## src/l3ts_pkg.sv

```systemverilog
// Shared types, constants and arithmetic helpers of the 3D LUT trilinear sampler.
// Used by l3ts_prep, l3ts_fetch, l3ts_lerp and the top level; depends on nothing.
package l3ts_pkg;

   localparam int GRID_POINTS = 33;
   localparam int GRID_AREA   = GRID_POINTS * GRID_POINTS;
   localparam int TEXEL_COUNT = GRID_AREA * GRID_POINTS;
   localparam int ADDR_W      = $clog2(TEXEL_COUNT);
   localparam int AXIS_W      = $clog2(GRID_POINTS);

   localparam int CHAN_W      = 13;
   localparam int CHANNELS    = 3;
   localparam int TEXEL_W     = CHANNELS * CHAN_W;
   localparam int INDEX_W     = 16;
   localparam int COORD_W     = 17;
   localparam int FRAC_W      = 17;
   localparam int FRAC_SHIFT  = 16;
   localparam int PROD_W      = COORD_W + AXIS_W;
   localparam int HI_W        = PROD_W - FRAC_SHIFT;
   localparam int LERP_W      = CHAN_W + FRAC_W + 2;
   localparam int STEP_W      = LERP_W - FRAC_SHIFT;

   localparam int CORNERS     = 8;
   localparam int CORNER_W    = $clog2(CORNERS);
   localparam logic [CORNER_W-1:0] CORNER_LAST = CORNER_W'(CORNERS - 1);

   localparam logic [COORD_W-1:0] COORD_ONE = COORD_W'(1 << FRAC_SHIFT);

   typedef enum logic {
      CMD_WRITE  = 1'b0,
      CMD_SAMPLE = 1'b1
   } command_type;

   typedef enum logic [2:0] {
      STEP_R00,
      STEP_R10,
      STEP_R01,
      STEP_R11,
      STEP_G0,
      STEP_G1,
      STEP_B
   } step_type;

   typedef logic [CHAN_W-1:0]               chan_type;
   typedef logic [CHANNELS-1:0][CHAN_W-1:0] rgb_type;

   typedef struct packed {
      logic [AXIS_W-1:0] base;
      logic [FRAC_W-1:0] frac;
   } axis_type;

   typedef struct packed {
      command_type        command;
      logic [INDEX_W-1:0] write_index;
      rgb_type            write_texel;
      axis_type           red;
      axis_type           green;
      axis_type           blue;
   } job_type;

   typedef struct packed {
      rgb_type [CORNERS-1:0] texel;
      logic [FRAC_W-1:0]     frac_r;
      logic [FRAC_W-1:0]     frac_g;
      logic [FRAC_W-1:0]     frac_b;
   } texel_set_type;

   // Saturate to 1.0, scale by N-1, clamp the cell to N-2 and keep the rest as fraction.
   function automatic axis_type axis_split(input logic [COORD_W-1:0] coord);
      logic [COORD_W-1:0] c;
      logic [PROD_W-1:0]  prod;
      logic [HI_W-1:0]    hi;
      axis_type           split;
      c = (coord > COORD_ONE) ? COORD_ONE : coord;
      prod = PROD_W'(c) * PROD_W'(GRID_POINTS - 1);
      hi = prod[PROD_W-1:FRAC_SHIFT];
      if (hi > HI_W'(GRID_POINTS - 2)) begin
         hi = HI_W'(GRID_POINTS - 2);
      end
      split.base = hi[AXIS_W-1:0];
      split.frac = FRAC_W'(prod - (PROD_W'(hi) << FRAC_SHIFT));
      return split;
   endfunction

   function automatic logic [ADDR_W-1:0] base_address(input logic [AXIS_W-1:0] r,
                                                      input logic [AXIS_W-1:0] g,
                                                      input logic [AXIS_W-1:0] b);
      return ADDR_W'(g) * ADDR_W'(GRID_AREA) + ADDR_W'(b) * ADDR_W'(GRID_POINTS)
             + ADDR_W'(r);
   endfunction

   // Corner bits are {green, blue, red} steps of the cell.
   function automatic logic [ADDR_W-1:0] corner_offset(input logic [CORNER_W-1:0] corner);
      return (corner[2] ? ADDR_W'(GRID_AREA) : ADDR_W'(0))
             + (corner[1] ? ADDR_W'(GRID_POINTS) : ADDR_W'(0))
             + ADDR_W'(corner[0]);
   endfunction

   // a + floor((b - a) * t / 65536); the result stays between a and b.
   function automatic chan_type lerp_step(input chan_type a, input chan_type b,
                                          input logic [FRAC_W-1:0] t);
      logic signed [CHAN_W:0]   diff;
      logic signed [LERP_W-1:0] prod;
      logic [STEP_W-1:0]        sum;
      diff = $signed({1'b0, b}) - $signed({1'b0, a});
      prod = LERP_W'(diff) * LERP_W'($signed({1'b0, t}));
      sum = STEP_W'(a) + prod[LERP_W-1:FRAC_SHIFT];
      return sum[CHAN_W-1:0];
   endfunction

endpackage

```

## src/l3ts_lerp.sv

```systemverilog
// Shared interpolation unit: seven lerp steps over three channel lanes, plus output register.
// Depends on l3ts_pkg.
module l3ts_lerp (
   input  logic                             clock,
   input  logic                             reset,
   input  logic                             set_valid,
   input  l3ts_pkg::texel_set_type          set_in,
   output logic                             set_ready,
   output logic                             rsp_valid,
   input  logic                             rsp_stall,
   output logic [l3ts_pkg::CHAN_W-1:0]      rsp_out_red,
   output logic [l3ts_pkg::CHAN_W-1:0]      rsp_out_green,
   output logic [l3ts_pkg::CHAN_W-1:0]      rsp_out_blue
);
   import l3ts_pkg::*;

   logic          busy_ff, busy_in;
   step_type      step_ff, step_in;
   texel_set_type set_ff;
   rgb_type       v00_ff, v10_ff, v01_ff, v11_ff, lo_ff, hi_ff;
   rgb_type       out_ff;
   logic          out_valid_ff, out_valid_in;

   logic              out_free, finish, load;
   rgb_type           lane_a, lane_b, lane_y;
   logic [FRAC_W-1:0] lane_t;

   assign out_free  = !out_valid_ff || !rsp_stall;
   assign finish    = busy_ff && (step_ff == STEP_B) && out_free;
   assign set_ready = !busy_ff || finish;
   assign load      = set_valid && set_ready;

   // Next step.
   always_comb begin
      priority if (load) begin
         busy_in = 1'b1;
         step_in = STEP_R00;
      end else if (finish) begin
         busy_in = 1'b0;
         step_in = step_ff;
      end else if (busy_ff && (step_ff != STEP_B)) begin
         busy_in = 1'b1;
         step_in = step_type'(step_ff + 3'd1);
      end else begin
         busy_in = busy_ff;
         step_in = step_ff;
      end
   end

   always_comb begin
      priority if (finish) begin
         out_valid_in = 1'b1;
      end else if (!rsp_stall) begin
         out_valid_in = 1'b0;
      end else begin
         out_valid_in = out_valid_ff;
      end
   end

   // Operand selection: red pairs first, then green, then blue.
   always_comb begin
      lane_a = '0;
      lane_b = '0;
      lane_t = '0;
      unique case (step_ff)
         STEP_R00: begin
            lane_a = set_ff.texel[0];
            lane_b = set_ff.texel[1];
            lane_t = set_ff.frac_r;
         end
         STEP_R10: begin
            lane_a = set_ff.texel[4];
            lane_b = set_ff.texel[5];
            lane_t = set_ff.frac_r;
         end
         STEP_R01: begin
            lane_a = set_ff.texel[2];
            lane_b = set_ff.texel[3];
            lane_t = set_ff.frac_r;
         end
         STEP_R11: begin
            lane_a = set_ff.texel[6];
            lane_b = set_ff.texel[7];
            lane_t = set_ff.frac_r;
         end
         STEP_G0: begin
            lane_a = v00_ff;
            lane_b = v10_ff;
            lane_t = set_ff.frac_g;
         end
         STEP_G1: begin
            lane_a = v01_ff;
            lane_b = v11_ff;
            lane_t = set_ff.frac_g;
         end
         STEP_B: begin
            lane_a = lo_ff;
            lane_b = hi_ff;
            lane_t = set_ff.frac_b;
         end
         default: begin
         end
      endcase
      for (int k = 0; k < CHANNELS; k++) begin
         lane_y[k] = lerp_step(lane_a[k], lane_b[k], lane_t);
      end
   end

   always_ff @(posedge clock) begin
      if (reset) begin
         busy_ff      <= 1'b0;
         step_ff      <= STEP_R00;
         out_valid_ff <= 1'b0;
      end else begin
         busy_ff      <= busy_in;
         step_ff      <= step_in;
         out_valid_ff <= out_valid_in;
      end
   end

   always_ff @(posedge clock) begin
      if (load) begin
         set_ff <= set_in;
      end
      if (finish) begin
         out_ff <= lane_y;
      end
      if (busy_ff) begin
         unique case (step_ff)
            STEP_R00: v00_ff <= lane_y;
            STEP_R10: v10_ff <= lane_y;
            STEP_R01: v01_ff <= lane_y;
            STEP_R11: v11_ff <= lane_y;
            STEP_G0:  lo_ff  <= lane_y;
            STEP_G1:  hi_ff  <= lane_y;
            default: begin
            end
         endcase
      end
   end

   assign rsp_valid     = out_valid_ff;
   assign rsp_out_red   = out_ff[0];
   assign rsp_out_green = out_ff[1];
   assign rsp_out_blue  = out_ff[2];

endmodule

```

## config.mk

```make
export PLATFORM = sky130hd
export DESIGN_NAME = l3ts_lerp
export DESIGN_NICKNAME = d
export VERILOG_FILES = /design/src/l3ts_pkg.sv /design/src/l3ts_lerp.sv
export SDC_FILE = /design/constraint.sdc
export NUM_CORES = 2
export LEC_CHECK = 0
export ABC_AREA = 1
export BUFFER_PORTS_ARGS = -buffer_cell sky130_fd_sc_hd__buf_2
export CAP_MARGIN = 20
export CORE_MARGIN = 10
export CORE_UTILIZATION = 50
export DETAILED_ROUTE_END_ITERATION = 12
export PLACE_DENSITY = 0.8
export SLEW_MARGIN = 5
export SYNTH_ARGS = -nofsm -noshare
export SYNTH_HDL_FRONTEND = slang
export SYNTH_SLANG_ARGS = --single-unit
```

## constraint.sdc

```tcl
create_clock -name clock -period 19.55 [get_ports clock]
set_clock_uncertainty 0.15 [all_clocks]
set_input_delay 0.9775 -clock clock [delete_from_list [all_inputs] [get_ports clock]]
set_output_delay 0.9775 -clock clock [all_outputs]
set_load 0.01 [all_outputs]
```

* After elaboration in Yosys (flattened, before gate mapping)
Index checks and enable logic that the tools add are counted.
** Operators by class
- Add/subtract/negate cells :: 7
- Multipliers :: 3
- Equality and inequality tests :: 8
- Mux-type cells :: 8
- Bitwise gates (word level) :: 1
- Reduce and logical (&&, ||, !) cells :: 21
** Operators by type and width (count)
- $pmux W39 S7 :: 2
- $mul A14 B18 Y29 :: 3
- $pmux W17 S3 :: 1
- $sub A13 B13 Y14 :: 3
- $add A13 B13 Y13 :: 3
- $reduce_and A2 Y1 :: 7
- $eq A3 B3 Y1 const B :: 3
- $eq A3 B2 Y1 const B :: 2
- $mux W1 :: 5
- $logic_and A1 B1 Y1 :: 4
- $reduce_or A2 Y1 :: 2
- $reduce_or A4 Y1 :: 1
- $add A3 B1 Y3 const B :: 1
- $eq A3 B1 Y1 const B :: 1
- $logic_not A1 Y1 :: 3
- $logic_not A3 Y1 :: 1
- $ne A3 B3 Y1 const B :: 1
- $reduce_bool A3 Y1 :: 1
- $logic_or A1 B1 Y1 :: 2
- $ne A2 B1 Y1 const B :: 1
- $not A1 Y1 :: 1
** Word-level totals
- Register bits after elaboration :: 641
- Input port bits :: 367
- Output and inout port bits :: 41
- Word-level logic and storage cells :: 99

* Longest topological paths before layout
- Depth in word-level cells :: 6
- Gate-level depth with buffers :: 59
- Mapped depth without buffers :: 57

* Least setup slack after synthesis
OpenSTA, ideal clock, no wires.
- Path type :: reg2reg
- Start point :: register step_ff[0]
- End point :: register step_ff[0]
- Library setup time :: 0.146 ns
- Arrival :: 19.966 ns
- Setup slack :: -0.712 ns
- Cell stages (with the launch flop) :: 12
- Buffers on the path :: 1
- Path through :: dfxtp_1 > inv_1 > ha_1 > nand2_4 > inv_1 > buf_6 > nand2_1 > a21oi_1 > nor2_1 > nor2_1 > or2_2 > a21oi_1
** Between the ends
- Longest elaborated chain between the ends :: 6
** RTL lines
- start, declared :: line l3ts_lerp.sv:18 : step_type step_ff, step_in;
- start signal, assigned :: line l3ts_lerp.sv:116 : step_ff <= step_in;
- $eq A3 B3 Y1 :: line l3ts_lerp.sv:29 : assign finish = busy_ff && (step_ff == STEP_B) && out_free;
- $logic_and A1 B1 Y1 (2 in series) :: line l3ts_lerp.sv:29
- net finish :: line l3ts_lerp.sv:24 : logic out_free, finish, load;
- $logic_or A1 B1 Y1 :: line l3ts_lerp.sv:30 : assign set_ready = !busy_ff || finish;
- $logic_and A1 B1 Y1 :: line l3ts_lerp.sv:31 : assign load = set_valid && set_ready;
- net load :: line l3ts_lerp.sv:24
- $reduce_or A2 Y1 (no source line)
The timed path passes the listed nets, and every way through them passes these cells.
A chain may end at the register's enable or synchronous reset.

==> run metrics <==
status completed; crit path DAT 13.13 ns; Synth warnings 0; DRT Wirelength 144200 um; part of the Yosys area used for sequential elements a little under two fifths; post-route ant nets 0; kind of cell adding the most delay to the critical path adder cells; mapped cell area between 0.05 and 0.06 mm2; CP max stage delay 0.96 ns; total congestion overflow 0; top-count cell post-synth nand2_1; post-DP HPWL 110900 um; Hold Buf Count CTS 0; design area approximately 0.055 mm2; GP Congestion 0.9787; Layout area overhead 10.63%; I/O Buffers ~410; htree depth 2; DRC Markers 0; setup bufs post-CTS 0; RSZ-0062 raised after global routing no; number of global-route vias before repair ~39000; row cnt ~120; Setup violations, final 0; drt initial violations 3890; Final min period 13.00 ns; crit end category register; Worst-Margin Slew 1.111 ns; worst path bufs/invs 10; Cell variety after synth 62; post-CTS sizing 0; largest net degree at the start of global routing 84; first-pass GRT wire length 223500 um; synthesized flop and latch total about 640; Root Buffer clkbuf_16; Post-synth EDFFs 636; period utilization 66.50%; Synth Flop Type edfxtp_1; Setup CP Type register to register; HP Class input port to register; placed inst area 0.05350 mm2; top cells by instance count after synthesis 1165 x nand2_1, 907 x inv_1, 636 x edfxtp_1; Avg Vias per Cell 5.621; Initial Utilization 50.24%; Gate Count Post-Synth 4991; Setup Total Neg Slack 0 ns; Worst setup SP type register; leading area contributor after synthesis edfxtp_1; Worst slew margin around a quarter; total global-route track usage roughly a quarter; top cell type's share of synthesized area around two fifths; Ports between 400 and 500; Die Y 336.5 um; Fin. Hold Viols 0; Die X 336.5 um; Crit Path Max Fanout 59; share of flip-flops with an asynchronous set or reset 0%; initial antenna violation count 7; CP required 19.68 ns; syn avg cell area around 10 um2; full die area approximately 0.11 mm2; Synth area leaders edfxtp_1 38%, fa_1 21%, ha_1 9.0%; CTS tree done; layout cells sized above 1 between 10% and 20%; CP max stage cell a2111oi_0; max-slew violation count 0; drt pass-1 iters 6; final-stage net count approximately 6600; Fmax 76.92 MHz; Worst-Skew Late Latency roughly 0.67 ns; core footprint between 0.09 and 0.1 mm2; Vias 37680; DR WL/cell ~22 um; TritonCTS Buffers 58; clock slew at reported path FFs 0.08 ns; Net Count, Synth 6254; CTS Sinks 641; clk buf depth 3; max cap viols 0
-- cell type report --
class,count,area (um2)
diodes,2,5.005
clock buffers,74,1541
clock inverters,34,360.3
fillers,8256,44300
inverters,935,3513
multi-input cells,3264,26780
flip-flops and latches,641,19200
well taps,1298,1624
repair buffers,455,2392
-- path summary, 6_finish.rpt --
check / start / to / slack, ns / depth (start not counted)
min reg2reg: rsp_valid / rsp_valid / 0.36 / 2
max: step_ff[0] / v11_ff[21] / 6.55 / 40
max reg2reg: step_ff[0] / v11_ff[21] / 6.55 / 40
min: set_in[44] / set_ff[44] / 0.33 / 1
-- state kept, by name (all words and copies together) (netlist names), 39 cells and up --
| register | cells |
|---|---|
| hi_ff | 39 |
| lo_ff | 39 |
| set_ff | 363 |
| v00_ff | 39 |
| v01_ff | 39 |
| v10_ff | 39 |
| v11_ff | 39 |
-- routing by layer --
| metal | GRT usage, % | up-vias | routed length (um) |
|---|---|---|---|
| met4 | 10.78 | 4 | 7013 |
| li1 | - | 16730 | - |
| met1 | 32.98 | 18220 | 54700 |
| met2 | 41.58 | 2301 | 67250 |
| met3 | 5.201 | 429 | 15230 |
| met5 | 0 | - | 34 |
-- logic make-up (layout without fill, tap and decap cells) --
group                      after synthesis  after routing  synth area share [%]
AOI/OAI and AO/OA                      422            422                 5.927
and+or+nand+nor                       1867           1867                 15.39
other                                    0              2                     0
xor gates and xnor gates                79             79                 1.501
adders and majority gates              896            896                 30.43
DFF                                    641            641                 38.33
buffers and inverters                 1086           1498                 8.423
-- placed cells by master (no fill, tap or decap), types with 13 or more instances in the layout --
master	netlist	final
xnor2_1	25	25
clkbuf_16	0	58
inv_2	19	21
a21oi_1	129	128
a22o_1	61	61
a22oi_1	15	15
or2_2	16	16
nand3_1	93	93
o21ai_0	48	47
nor2_1	422	416
inv_1	907	904
a31oi_1	18	18
a21o_1	22	22
nand2_1	1165	1165
nand4_1	71	71
xor2_1	49	48
ha_1	359	358
nor3_1	26	26
nor4_1	18	18
fa_1	537	537
clkbuf_1	58	13
o21bai_1	16	16
edfxtp_1	636	636
buf_4	2	46
nand2_2	15	15
o21ai_2	5	13
buf_2	70	409
clkinv_1	8	21
nor4_2	15	15
a221oi_1	44	44
-- through the flow --
stage | utilization, % | hold WS, ns | std cells | setup slack (ns)
after floorplan | - | 0.3198 | 4991 | 5.720
after global routing | 55.57 | 0.3123 | 6701 | 5.899
after detailed placement | 53.66 | 0.3545 | 6592 | 7.120
after global placement | 53.65 | 0.3365 | 6591 | 7.128
after CTS | 55.57 | 0.2965 | 6700 | 6.989
final | 55.58 | 0.3307 | 6703 | 6.549
Power is not shown: default switching activity piles up to over one toggle a cycle in this logic, so the estimate is an artifact.
