<file path="src/l3ts_pkg.sv">
// Shared types, constants and arithmetic helpers of the 3D LUT trilinear sampler.
// Used by l3ts_prep, l3ts_fetch, l3ts_lerp and the top level; depends on nothing.
package l3ts_pkg;

   localparam int GRID_POINTS = 33;
   localparam int GRID_AREA   = GRID_POINTS * GRID_POINTS;
   localparam int TEXEL_COUNT = GRID_AREA * GRID_POINTS;
   localparam int ADDR_W      = $clog2(TEXEL_COUNT);
   localparam int AXIS_W      = $clog2(GRID_POINTS);

   localparam int CHAN_W      = 13;
   localparam int CHANNELS    = 3;
   localparam int TEXEL_W     = CHANNELS * CHAN_W;
   localparam int INDEX_W     = 16;
   localparam int COORD_W     = 17;
   localparam int FRAC_W      = 17;
   localparam int FRAC_SHIFT  = 16;
   localparam int PROD_W      = COORD_W + AXIS_W;
   localparam int HI_W        = PROD_W - FRAC_SHIFT;
   localparam int LERP_W      = CHAN_W + FRAC_W + 2;
   localparam int STEP_W      = LERP_W - FRAC_SHIFT;

   localparam int CORNERS     = 8;
   localparam int CORNER_W    = $clog2(CORNERS);
   localparam logic [CORNER_W-1:0] CORNER_LAST = CORNER_W'(CORNERS - 1);

   localparam logic [COORD_W-1:0] COORD_ONE = COORD_W'(1 << FRAC_SHIFT);

   typedef enum logic {
      CMD_WRITE  = 1'b0,
      CMD_SAMPLE = 1'b1
   } command_type;

   typedef enum logic [2:0] {
      STEP_R00,
      STEP_R10,
      STEP_R01,
      STEP_R11,
      STEP_G0,
      STEP_G1,
      STEP_B
   } step_type;

   typedef logic [CHAN_W-1:0]               chan_type;
   typedef logic [CHANNELS-1:0][CHAN_W-1:0] rgb_type;

   typedef struct packed {
      logic [AXIS_W-1:0] base;
      logic [FRAC_W-1:0] frac;
   } axis_type;

   typedef struct packed {
      command_type        command;
      logic [INDEX_W-1:0] write_index;
      rgb_type            write_texel;
      axis_type           red;
      axis_type           green;
      axis_type           blue;
   } job_type;

   typedef struct packed {
      rgb_type [CORNERS-1:0] texel;
      logic [FRAC_W-1:0]     frac_r;
      logic [FRAC_W-1:0]     frac_g;
      logic [FRAC_W-1:0]     frac_b;
   } texel_set_type;

   // Saturate to 1.0, scale by N-1, clamp the cell to N-2 and keep the rest as fraction.
   function automatic axis_type axis_split(input logic [COORD_W-1:0] coord);
      logic [COORD_W-1:0] c;
      logic [PROD_W-1:0]  prod;
      logic [HI_W-1:0]    hi;
      axis_type           split;
      c = (coord > COORD_ONE) ? COORD_ONE : coord;
      prod = PROD_W'(c) * PROD_W'(GRID_POINTS - 1);
      hi = prod[PROD_W-1:FRAC_SHIFT];
      if (hi > HI_W'(GRID_POINTS - 2)) begin
         hi = HI_W'(GRID_POINTS - 2);
      end
      split.base = hi[AXIS_W-1:0];
      split.frac = FRAC_W'(prod - (PROD_W'(hi) << FRAC_SHIFT));
      return split;
   endfunction

   function automatic logic [ADDR_W-1:0] base_address(input logic [AXIS_W-1:0] r,
                                                      input logic [AXIS_W-1:0] g,
                                                      input logic [AXIS_W-1:0] b);
      return ADDR_W'(g) * ADDR_W'(GRID_AREA) + ADDR_W'(b) * ADDR_W'(GRID_POINTS)
             + ADDR_W'(r);
   endfunction

   // Corner bits are {green, blue, red} steps of the cell.
   function automatic logic [ADDR_W-1:0] corner_offset(input logic [CORNER_W-1:0] corner);
      return (corner[2] ? ADDR_W'(GRID_AREA) : ADDR_W'(0))
             + (corner[1] ? ADDR_W'(GRID_POINTS) : ADDR_W'(0))
             + ADDR_W'(corner[0]);
   endfunction

   // a + floor((b - a) * t / 65536); the result stays between a and b.
   function automatic chan_type lerp_step(input chan_type a, input chan_type b,
                                          input logic [FRAC_W-1:0] t);
      logic signed [CHAN_W:0]   diff;
      logic signed [LERP_W-1:0] prod;
      logic [STEP_W-1:0]        sum;
      diff = $signed({1'b0, b}) - $signed({1'b0, a});
      prod = LERP_W'(diff) * LERP_W'($signed({1'b0, t}));
      sum = STEP_W'(a) + prod[LERP_W-1:FRAC_SHIFT];
      return sum[CHAN_W-1:0];
   endfunction

endpackage

</file>
<file path="src/l3ts_prep.sv">
// Input stage: registers one item and splits its coordinates into cell and fraction.
// Depends on l3ts_pkg.
module l3ts_prep (
   input  logic                             clock,
   input  logic                             reset,
   input  logic                             req_valid,
   output logic                             req_stall,
   input  logic                             req_command,
   input  logic [l3ts_pkg::INDEX_W-1:0]     req_write_index,
   input  logic [l3ts_pkg::CHAN_W-1:0]      req_write_red,
   input  logic [l3ts_pkg::CHAN_W-1:0]      req_write_green,
   input  logic [l3ts_pkg::CHAN_W-1:0]      req_write_blue,
   input  logic [l3ts_pkg::COORD_W-1:0]     req_red_coord,
   input  logic [l3ts_pkg::COORD_W-1:0]     req_green_coord,
   input  logic [l3ts_pkg::COORD_W-1:0]     req_blue_coord,
   output logic                             job_valid,
   output l3ts_pkg::job_type                job,
   input  logic                             job_ready
);
   import l3ts_pkg::*;

   logic    valid_ff, valid_in;
   job_type job_ff, job_in;
   logic    accept;

   assign req_stall = valid_ff && !job_ready;
   assign accept    = req_valid && !req_stall;

   always_comb begin
      job_in.command     = command_type'(req_command);
      job_in.write_index = req_write_index;
      job_in.write_texel = {req_write_blue, req_write_green, req_write_red};
      job_in.red         = axis_split(req_red_coord);
      job_in.green       = axis_split(req_green_coord);
      job_in.blue        = axis_split(req_blue_coord);
   end

   always_comb begin
      priority if (accept) begin
         valid_in = 1'b1;
      end else if (job_ready) begin
         valid_in = 1'b0;
      end else begin
         valid_in = valid_ff;
      end
   end

   always_ff @(posedge clock) begin
      if (reset) begin
         valid_ff <= 1'b0;
      end else begin
         valid_ff <= valid_in;
      end
   end

   always_ff @(posedge clock) begin
      if (accept) begin
         job_ff <= job_in;
      end
   end

   assign job_valid = valid_ff;
   assign job       = job_ff;

endmodule

</file>
<file path="config.mk">
export PLATFORM = sky130hd
export DESIGN_NAME = l3ts_prep
export DESIGN_NICKNAME = d
export VERILOG_FILES = /design/src/l3ts_pkg.sv /design/src/l3ts_prep.sv
export SDC_FILE = /design/constraint.sdc
export NUM_CORES = 1
export LEC_CHECK = 0
export BUFFER_PORTS_ARGS = -buffer_cell sky130_fd_sc_hd__buf_2
export CAP_MARGIN = 40
export CELL_PAD_IN_SITES_DETAIL_PLACEMENT = 1
export CELL_PAD_IN_SITES_GLOBAL_PLACEMENT = 2
export CORE_MARGIN = 2
export CORE_UTILIZATION = 28
export CTS_CLUSTER_DIAMETER = 80
export DETAILED_ROUTE_END_ITERATION = 10
export MAX_ROUTING_LAYER = met4
export PLACE_DENSITY = 0.76
export SLEW_MARGIN = 0
export SYNTH_ARGS = -nofsm -noshare
export SYNTH_HDL_FRONTEND = slang
export SYNTH_SLANG_ARGS = --single-unit
</file>
<file path="constraint.sdc">
create_clock -name clock -period 7.75 [get_ports clock]
set_clock_uncertainty 0.05 [all_clocks]
set_input_delay 1.55 -clock clock [delete_from_list [all_inputs] [get_ports clock]]
set_output_delay 1.55 -clock clock [all_outputs]
set_load 0.1 [all_outputs]
</file>
-- Word-level counts from Yosys, hierarchy flattened
Cells that the tools add are included.
- bits of input ports: 111
- output and inout bits: 127
- register bits after elaboration: 126
- logic and storage cells: 34
- muxes and demuxes: 8
- reductions and logical operators: 5
- order comparisons: 6
- add/subtract/negate cells: 3
- operators with widths (cell ; count):
    $gt A17 B17 Y1 const B ; 3
    $mux W17 ; 3
    $sub A17 B17 Y17 ; 3
    $gt A6 B5 Y1 const B ; 3
    $mux W6 ; 3
    $logic_and A1 B1 Y1 ; 2
    $logic_not A1 Y1 ; 2
    $mux W1 ; 2
    $reduce_bool A2 Y1 ; 1

-- Depth between registers and ports, before layout
Gate-level depths: netlist of run 1.
- depth in word-level cells: 5
- depth in mapped cells: 3
- mapped depth without buffers: 3

-- Worst setup path after synthesis of run 1
Ideal clock, no wire load.
- kind: input-to-reg
- start: in job_ready
- end: reg job_ff, in the netlist job[100] (enable)
- buffers on the path: 0
- cell stages on the path: 2
- arrival: 6.890 ns
- required time: 7.109 ns
- setup slack: 0.219 ns
- library setup time: 0.591 ns
- path through: nor2b_1 nor2b_1
- cells in the longest elaborated chain, start to end: 4
- ends and longest elaborated chain (element ; line ; source):
    start: declaration ; l3ts_prep.sv:18 ; input logic job_ready
    $logic_not A1 Y1 ; l3ts_prep.sv:26 ; assign req_stall = valid_ff && !job_ready;
    $logic_and A1 B1 Y1 ; l3ts_prep.sv:26 ;
    $logic_not A1 Y1 ; l3ts_prep.sv:27 ; assign accept = req_valid && !req_stall;
    $logic_and A1 B1 Y1 ; l3ts_prep.sv:27 ;
    via accept ; l3ts_prep.sv:24 ; logic accept;
    end signal: assignment ; l3ts_prep.sv:58 ; job_ff <= job_in;
    end: declaration ; l3ts_prep.sv:23 ; job_type job_ff, job_in;
The timed path passes the listed nets, and every way through them passes these cells.
A chain may end at the register's enable or synchronous reset.

-- Worst setup path after layout of run 1
- start: in job_ready
- end: out req_stall
- cells in the longest elaborated chain, start to end: 2
- ends and longest elaborated chain (element ; line ; source):
    $logic_not A1 Y1 ; l3ts_prep.sv:26 ;
    $logic_and A1 B1 Y1 ; l3ts_prep.sv:26 ;
    end: declaration ; l3ts_prep.sv:7 ; output logic req_stall,
Every way passes these cells.

==> results_dict.tcl, run 1 <==
set metrics [dict create \
    status "complete, no violations" \
    rsz0062_at_grt "false" \
    crit_type "primary input to primary output" \
    final-hold-violation-count 0 \
    p_seq_frac 0.468 \
    drv_slew 0 \
    fin_area_um2 5590 \
    hold_path.class "register to register" \
    slew_headroom 0.400 \
    die_w_um 124 \
    root_buffer "clkbuf_16" \
    drt_iter0_drc 139 \
    syn_area_um2 4040 \
    tns_ns 0 \
    pwr_density_cell_nw_per_um2 272 \
    grt_pass1_wl_um 14000 \
    drv_cap 0 \
    synth.area.mux_share 0 \
    synth_area_leaders "edfxtp_1 (82%), nor2b_1 (5.3%), buf_4 (2.8%)" \
    cts_tree "built" \
    drc_errors 0 \
    portBuffers 222 \
    cts_setup_buffers 0 \
    grt_pass1_vias 2619 \
    clk_latency_ns 0.34 \
    gp_congestion 0.714 \
    clock_power_share 0.278 \
    cts_hold_buf 0 \
    synth_warnings 0 \
    layout-drive-gt1-share 0.608 \
    fp-row-count 43 \
    synthAdderAreaFrac 0 \
    setup.worst_path.end_class "primary output" \
    synthCells 203 \
    synth_seq_cells 111 \
    worstPathRequired_ns 6.15 \
    cts_sinks 111 \
    layout_min_cycle_time_ns 3.99 \
    synth_compound_area_frac 0.0121 \
    clk_pin_slew_ns 0.07 \
    setup_viol 0 \
    syn_area_per_cell_um2 19.9 \
    place_area_um2 5330 \
    gr-total-overflow 0 \
    synth_top_family_by_area "simple AND/OR/NAND/NOR gates" \
    core_area_um2 14000 \
    netlist-cell-type-count 14 \
    leakage_nw 2.30 \
    nets 545 \
    p_int_mw 0.973 \
    die-area_um2 15400 \
    synthXorXnorAreaFrac 0 \
    drt-total-wl_um 10000 \
    ant_nets 0 \
    dp_hpwl_um 7950 \
    holdWs_ns 0.611 \
    vias 2549 \
    antenna_found_initial 0 \
    switchingPower_mw 0.546 \
    cp_max_fo 3 \
    io_pins 238 \
    min_period_over_period 0.515 \
    power_mw 1.52 \
    drt_pass1_iterations 4 \
    antennaDiodeCount 0 \
    wl_per_cell_um 16.2 \
    cp-start-kind "primary input" \
    synth.largest_area_cell "edfxtp_1" \
    seq_area_frac_synth 0.823 \
    synth_top_cell_area_share 0.818 \
    fp.dieH_um 124 \
    start_util 0.289 \
    cts_htree_levels 3 \
    ctsResizeCount 0 \
    netSwitchingFraction 0.359 \
    synth-simple-area-share 0.128 \
    area_delta_synth_final_pct 38.4 \
    tightest_slew_ns 0.899 \
    avgViaCountPerCell 4.12 \
    ir_drop_uv 99.3 \
    grt_use_total 0.128 \
    fmax_mhz 250 \
    p_comb_frac 0.255 \
    cts-buffers-inserted 9 \
    critPathArrivalTime_ns 2.39 \
    grt_max_degree 70 \
    clock_path_buffers 2 \
]
[cells in the mapped netlist]
cell type	count
a41oi_2	3
buf_4	15
clkbuf_1	6
conb_1	1
dfxtp_1	1
edfxtp_1	110
inv_2	3
nor2_1	2
nor2b_1	34
nor2b_2	1
nor4_2	7
nor4_4	5
or2_1	5
or2_2	10
[metal layers]
layer  vias to the layer above  GRT usage  share of wire
met2                       154      0.216           0.50
li1                       1181          -              -
met5                         -          -              0
met4                         0     0.0583          0.019
met1                      1201      0.135           0.38
met3                        13     0.0453           0.10
[worst max-delay path, cell delays in order]
cell	delay, ns
buf_2	0.10
nor2b_1	0.25
buf_2	0.49
[power groups by stage]
stage / combinational, mW / sequential, mW / clock (mW)
2_1_floorplan: 0.0655 / 0.981 / 0
3_3_place_gp: 0.386 / 0.723 / 0
3_5_place_dp: 0.389 / 0.725 / 0
4_1_cts: 0.389 / 0.711 / 0.437
5_1_grt: 0.399 / 0.714 / 0.461
6_report: 0.387 / 0.711 / 0.422
[cell families after synthesis]
| kind of cell | count (synthesis) |
|---|---|
| other | 1 |
| buffers and inverters | 24 |
| AO/OA/AOI/OAI | 3 |
| flip-flops | 111 |
| AND/OR/NAND/NOR | 64 |
[worst paths after layout]
check	start	endpoint	slack [ns]	cells after the start
min	job_valid$_SDFFE_PP0P_	job_valid$_SDFFE_PP0P_	0.61	3
max reg2reg	job_valid$_SDFFE_PP0P_	job[35]$_SDFFCE_PN0P_	5.41	4
max	job_ready	req_stall	3.76	3
min reg2reg	job_valid$_SDFFE_PP0P_	job_valid$_SDFFE_PP0P_	0.61	3
[area by class of cell]
cell class | count | area [um2]
Sequential cell | 111 | 3320
Fill cell | 1506 | 8400
Timing Repair Buffer | 224 | 1130
Tap cell | 180 | 225
Clock inverter | 5 | 32.5
Inverter | 3 | 11.3
Clock buffer | 11 | 233
Multi-Input combinational cell | 85 | 641
[sequential cells by signal, summed over array words and instances, names as in the netlist]
name	cells
job	110
job_valid	1
[cell usage in the layout, fill, tap and decap left out, drive strengths merged]
| cell type | Yosys | routed |
|---|---|---|
| a41oi | 3 | 3 |
| buf | 15 | 224 |
| clkbuf | 6 | 11 |
| clkinv | 0 | 2 |
| clkinvlp | 0 | 2 |
| conb | 1 | 18 |
| dfxtp | 1 | 1 |
| edfxtp | 110 | 110 |
| inv | 3 | 4 |
| nor2 | 2 | 2 |
| nor2b | 35 | 35 |
| nor4 | 12 | 12 |
| or2 | 15 | 15 |
[stage by stage]
stage                     worst slack, ns   util  std cells
after floorplan                     0.219      -        220
after global placement               3.76  0.381        603
after detailed placement             3.75  0.381        603
after CTS                            3.75  0.400        619
after global routing                 3.71  0.400        619
final                                3.76  0.400        619
Note: power is estimated with default switching activity, not from simulation.
==> run 2, diff against run 1 <==
--- a/config.mk
+++ b/config.mk
@@ -10,11 +10,11 @@
 export CELL_PAD_IN_SITES_DETAIL_PLACEMENT = 1
 export CELL_PAD_IN_SITES_GLOBAL_PLACEMENT = 2
 export CORE_MARGIN = 2
-export CORE_UTILIZATION = 28
+export CORE_UTILIZATION = 25
 export CTS_CLUSTER_DIAMETER = 80
 export DETAILED_ROUTE_END_ITERATION = 10
 export MAX_ROUTING_LAYER = met4
-export PLACE_DENSITY = 0.76
+export PLACE_DENSITY = 0.71
 export SLEW_MARGIN = 0
 export SYNTH_ARGS = -nofsm -noshare
 export SYNTH_HDL_FRONTEND = slang
==> constraint.sdc (replaced) <==
create_clock -name clock -period 3.6 [get_ports clock]
set_clock_uncertainty 0.05 [all_clocks]
set_input_delay 0.72 -clock clock [delete_from_list [all_inputs] [get_ports clock]]
set_output_delay 0.72 -clock clock [all_outputs]
set_load 0.1 [all_outputs]
==> run 2 against run 1 <==
Effect of this change:
- count of clock-buffer cells in the layout decreased by 2
- design area increased by 1.5%
- via count increased by 1.8%
- global-route usage increased by 0.065 points
- utilization decreased by 4.1 points
- largest cell class unchanged
- largest power group unchanged
==> results_dict.tcl, run 2 (same netlist as run 1, synthesis figures left out) <==
set metrics [dict create \
    worstPathRequired_ns 2.83 \
    hold_path.class "primary input to register" \
    ant_nets 0 \
    root_buffer "clkbuf_16" \
    gp_congestion 0.728 \
    layout_min_cycle_time_ns 2.24 \
    worstSetupEndpoint "req_stall" \
    netSwitchingFraction 0.370 \
    nets 545 \
    fmax_mhz 447 \
    cts_hold_buf 0 \
    clk_latency_ns 0.35 \
    clock_path_buffers 2 \
    io_pins 238 \
    highest_layer "met4" \
    rsz0062_at_grt "false" \
    startpoint "job_ready" \
    multi_input_area_um2 643 \
    grt_pass1_vias 2738 \
    tightest_slew_ns 0.766 \
    cts_htree_levels 3 \
    grt_use_total 0.129 \
    cp_max_fo 3 \
    setup.worst_path.end_class "primary output" \
    grt_pass1_wl_um 16200 \
    cts_sinks 111 \
    tns_ns 0 \
    ctsResizeCount 0 \
    critical-path-slowest-cell "buf_2" \
    slew_headroom 0.490 \
    vias 2596 \
    grt_max_degree 59 \
    pwr_density_cell_nw_per_um2 593 \
    cts-buffers-inserted 9 \
    power_mw 3.36 \
    dp_hpwl_um 8470 \
    wl_met1_um 4090 \
    rrSetupSlack_ns 1.94 \
    clk_pin_slew_ns 0.08 \
    crit_path_frequent_cell "buf_2" \
    drc_errors 0 \
    start_util 0.255 \
    critPathArrivalTime_ns 1.47 \
    cts_setup_buffers 0 \
    avgViaCountPerCell 3.96 \
    portBuffers 222 \
    register_area_um2 3320 \
    p_comb_frac 0.249 \
    switchingPower_mw 1.24 \
    drv_slew 0 \
    area_delta_synth_final_pct 40.5 \
    die_w_um 131 \
    rr_worst_depth 3 \
    final-hold-violation-count 0 \
    holdWs_ns 0.473 \
    ir_drop_uv 192 \
    core_area_um2 15800 \
    wl_per_cell_um 16.4 \
    clock_power_share 0.296 \
    drv_cap 0 \
    fp.dieH_um 131 \
    p_int_mw 2.12 \
    drt_pass1_iterations 4 \
    status "complete, no violations" \
    route.met2.wl_um 5490 \
    layout_commonest_cell "buf_2" \
    cts_tree "built" \
    reg2reg_to "job[120]$_DFFE_PP_" \
    setup_viol 0 \
    fp-row-count 46 \
    layout_common_cells "buf_2 (222), edfxtp_1 (110), nor2b_1 (32), conb_1 (18), or2_2 (10)" \
    layout-drive-gt1-share 0.617 \
    wl_met3_um 1010 \
    antennaDiodeCount 0 \
    gr-total-overflow 0 \
    antenna_found_initial 0 \
    largest_reg_flops 110 \
    drt-total-wl_um 10800 \
    n_fill_cell 1749 \
    crit_type "primary input to primary output" \
    slowest_delay_ns 0.46 \
    cp-start-kind "primary input" \
    r2r-start "job_valid$_SDFFE_PP0P_" \
    drt_iter0_drc 156 \
    min_period_over_period 0.622 \
    path_cells "buf_2, nor2b_2, buf_2" \
    leakage_nw 2.32 \
    p_seq_frac 0.455 \
    die-area_um2 17200 \
]
## run 2: cell count changes in the layout (fill, tap and decap cells not counted), sizes merged
cell,before,now
clkbuf,11,9
clkinv,2,3
clkinvlp,2,0
inv,4,7
## run 2: final cells by class
class,count,share of cell area
clock inverters,7,0.0130
repair buffers,224,0.199
flip-flops and latches,111,0.586
well taps,216,0.0476
inverters,3,0.00199
clock buffers,9,0.0397
multi-input cells,85,0.113
## run 2: power by group through the flow
stage                     Clock, mW  Combinational, mW  Sequential, mW
after floorplan                   0              0.142            2.10
after global placement            0              0.835            1.56
after detailed placement          0              0.843            1.56
after CTS                      1.03              0.843            1.53
after global routing           1.07              0.861            1.54
final                         0.995              0.837            1.53
## run 2: how the worst min path moves through the flow
| stage | endpoint | depth (start not counted) | from | slack [ns] |
|---|---|---|---|---|
| after floorplan | job_valid$_SDFFE_PP0P_ | 1 | reset | 0.74 |
| after global placement | job_valid$_SDFFE_PP0P_ | 3 | job_valid$_SDFFE_PP0P_ | 0.58 |
| after detailed placement | job_valid$_SDFFE_PP0P_ | 3 | job_valid$_SDFFE_PP0P_ | 0.59 |
| after CTS | job_valid$_SDFFE_PP0P_ | 2 | reset | 0.46 |
| after global routing | job_valid$_SDFFE_PP0P_ | 2 | reset | 0.47 |
| final | job_valid$_SDFFE_PP0P_ | 2 | reset | 0.47 |
## run 2: routing by layer
layer	track usage	vias to the layer above
met1	0.139	1257
met2	0.215	146
met5	-	-
met4	0.0525	0
met3	0.0482	12
li1	-	1181
## run 2: worst max-delay path, delay by kind of cell
family                 cells  cell delay, ns
and+or+nand+nor            1            0.18
buffers and inverters      2            0.56
## run 2: per-stage QoR
step	setup WS (ns)	area (um2)	std cells	util
final	1.36	5670	655	0.358
after global routing	1.32	5670	655	0.358
after CTS	1.35	5670	655	0.358
after detailed placement	1.35	5370	639	0.340
after global placement	1.36	5370	639	0.340
after floorplan	0.276	4110	220	-
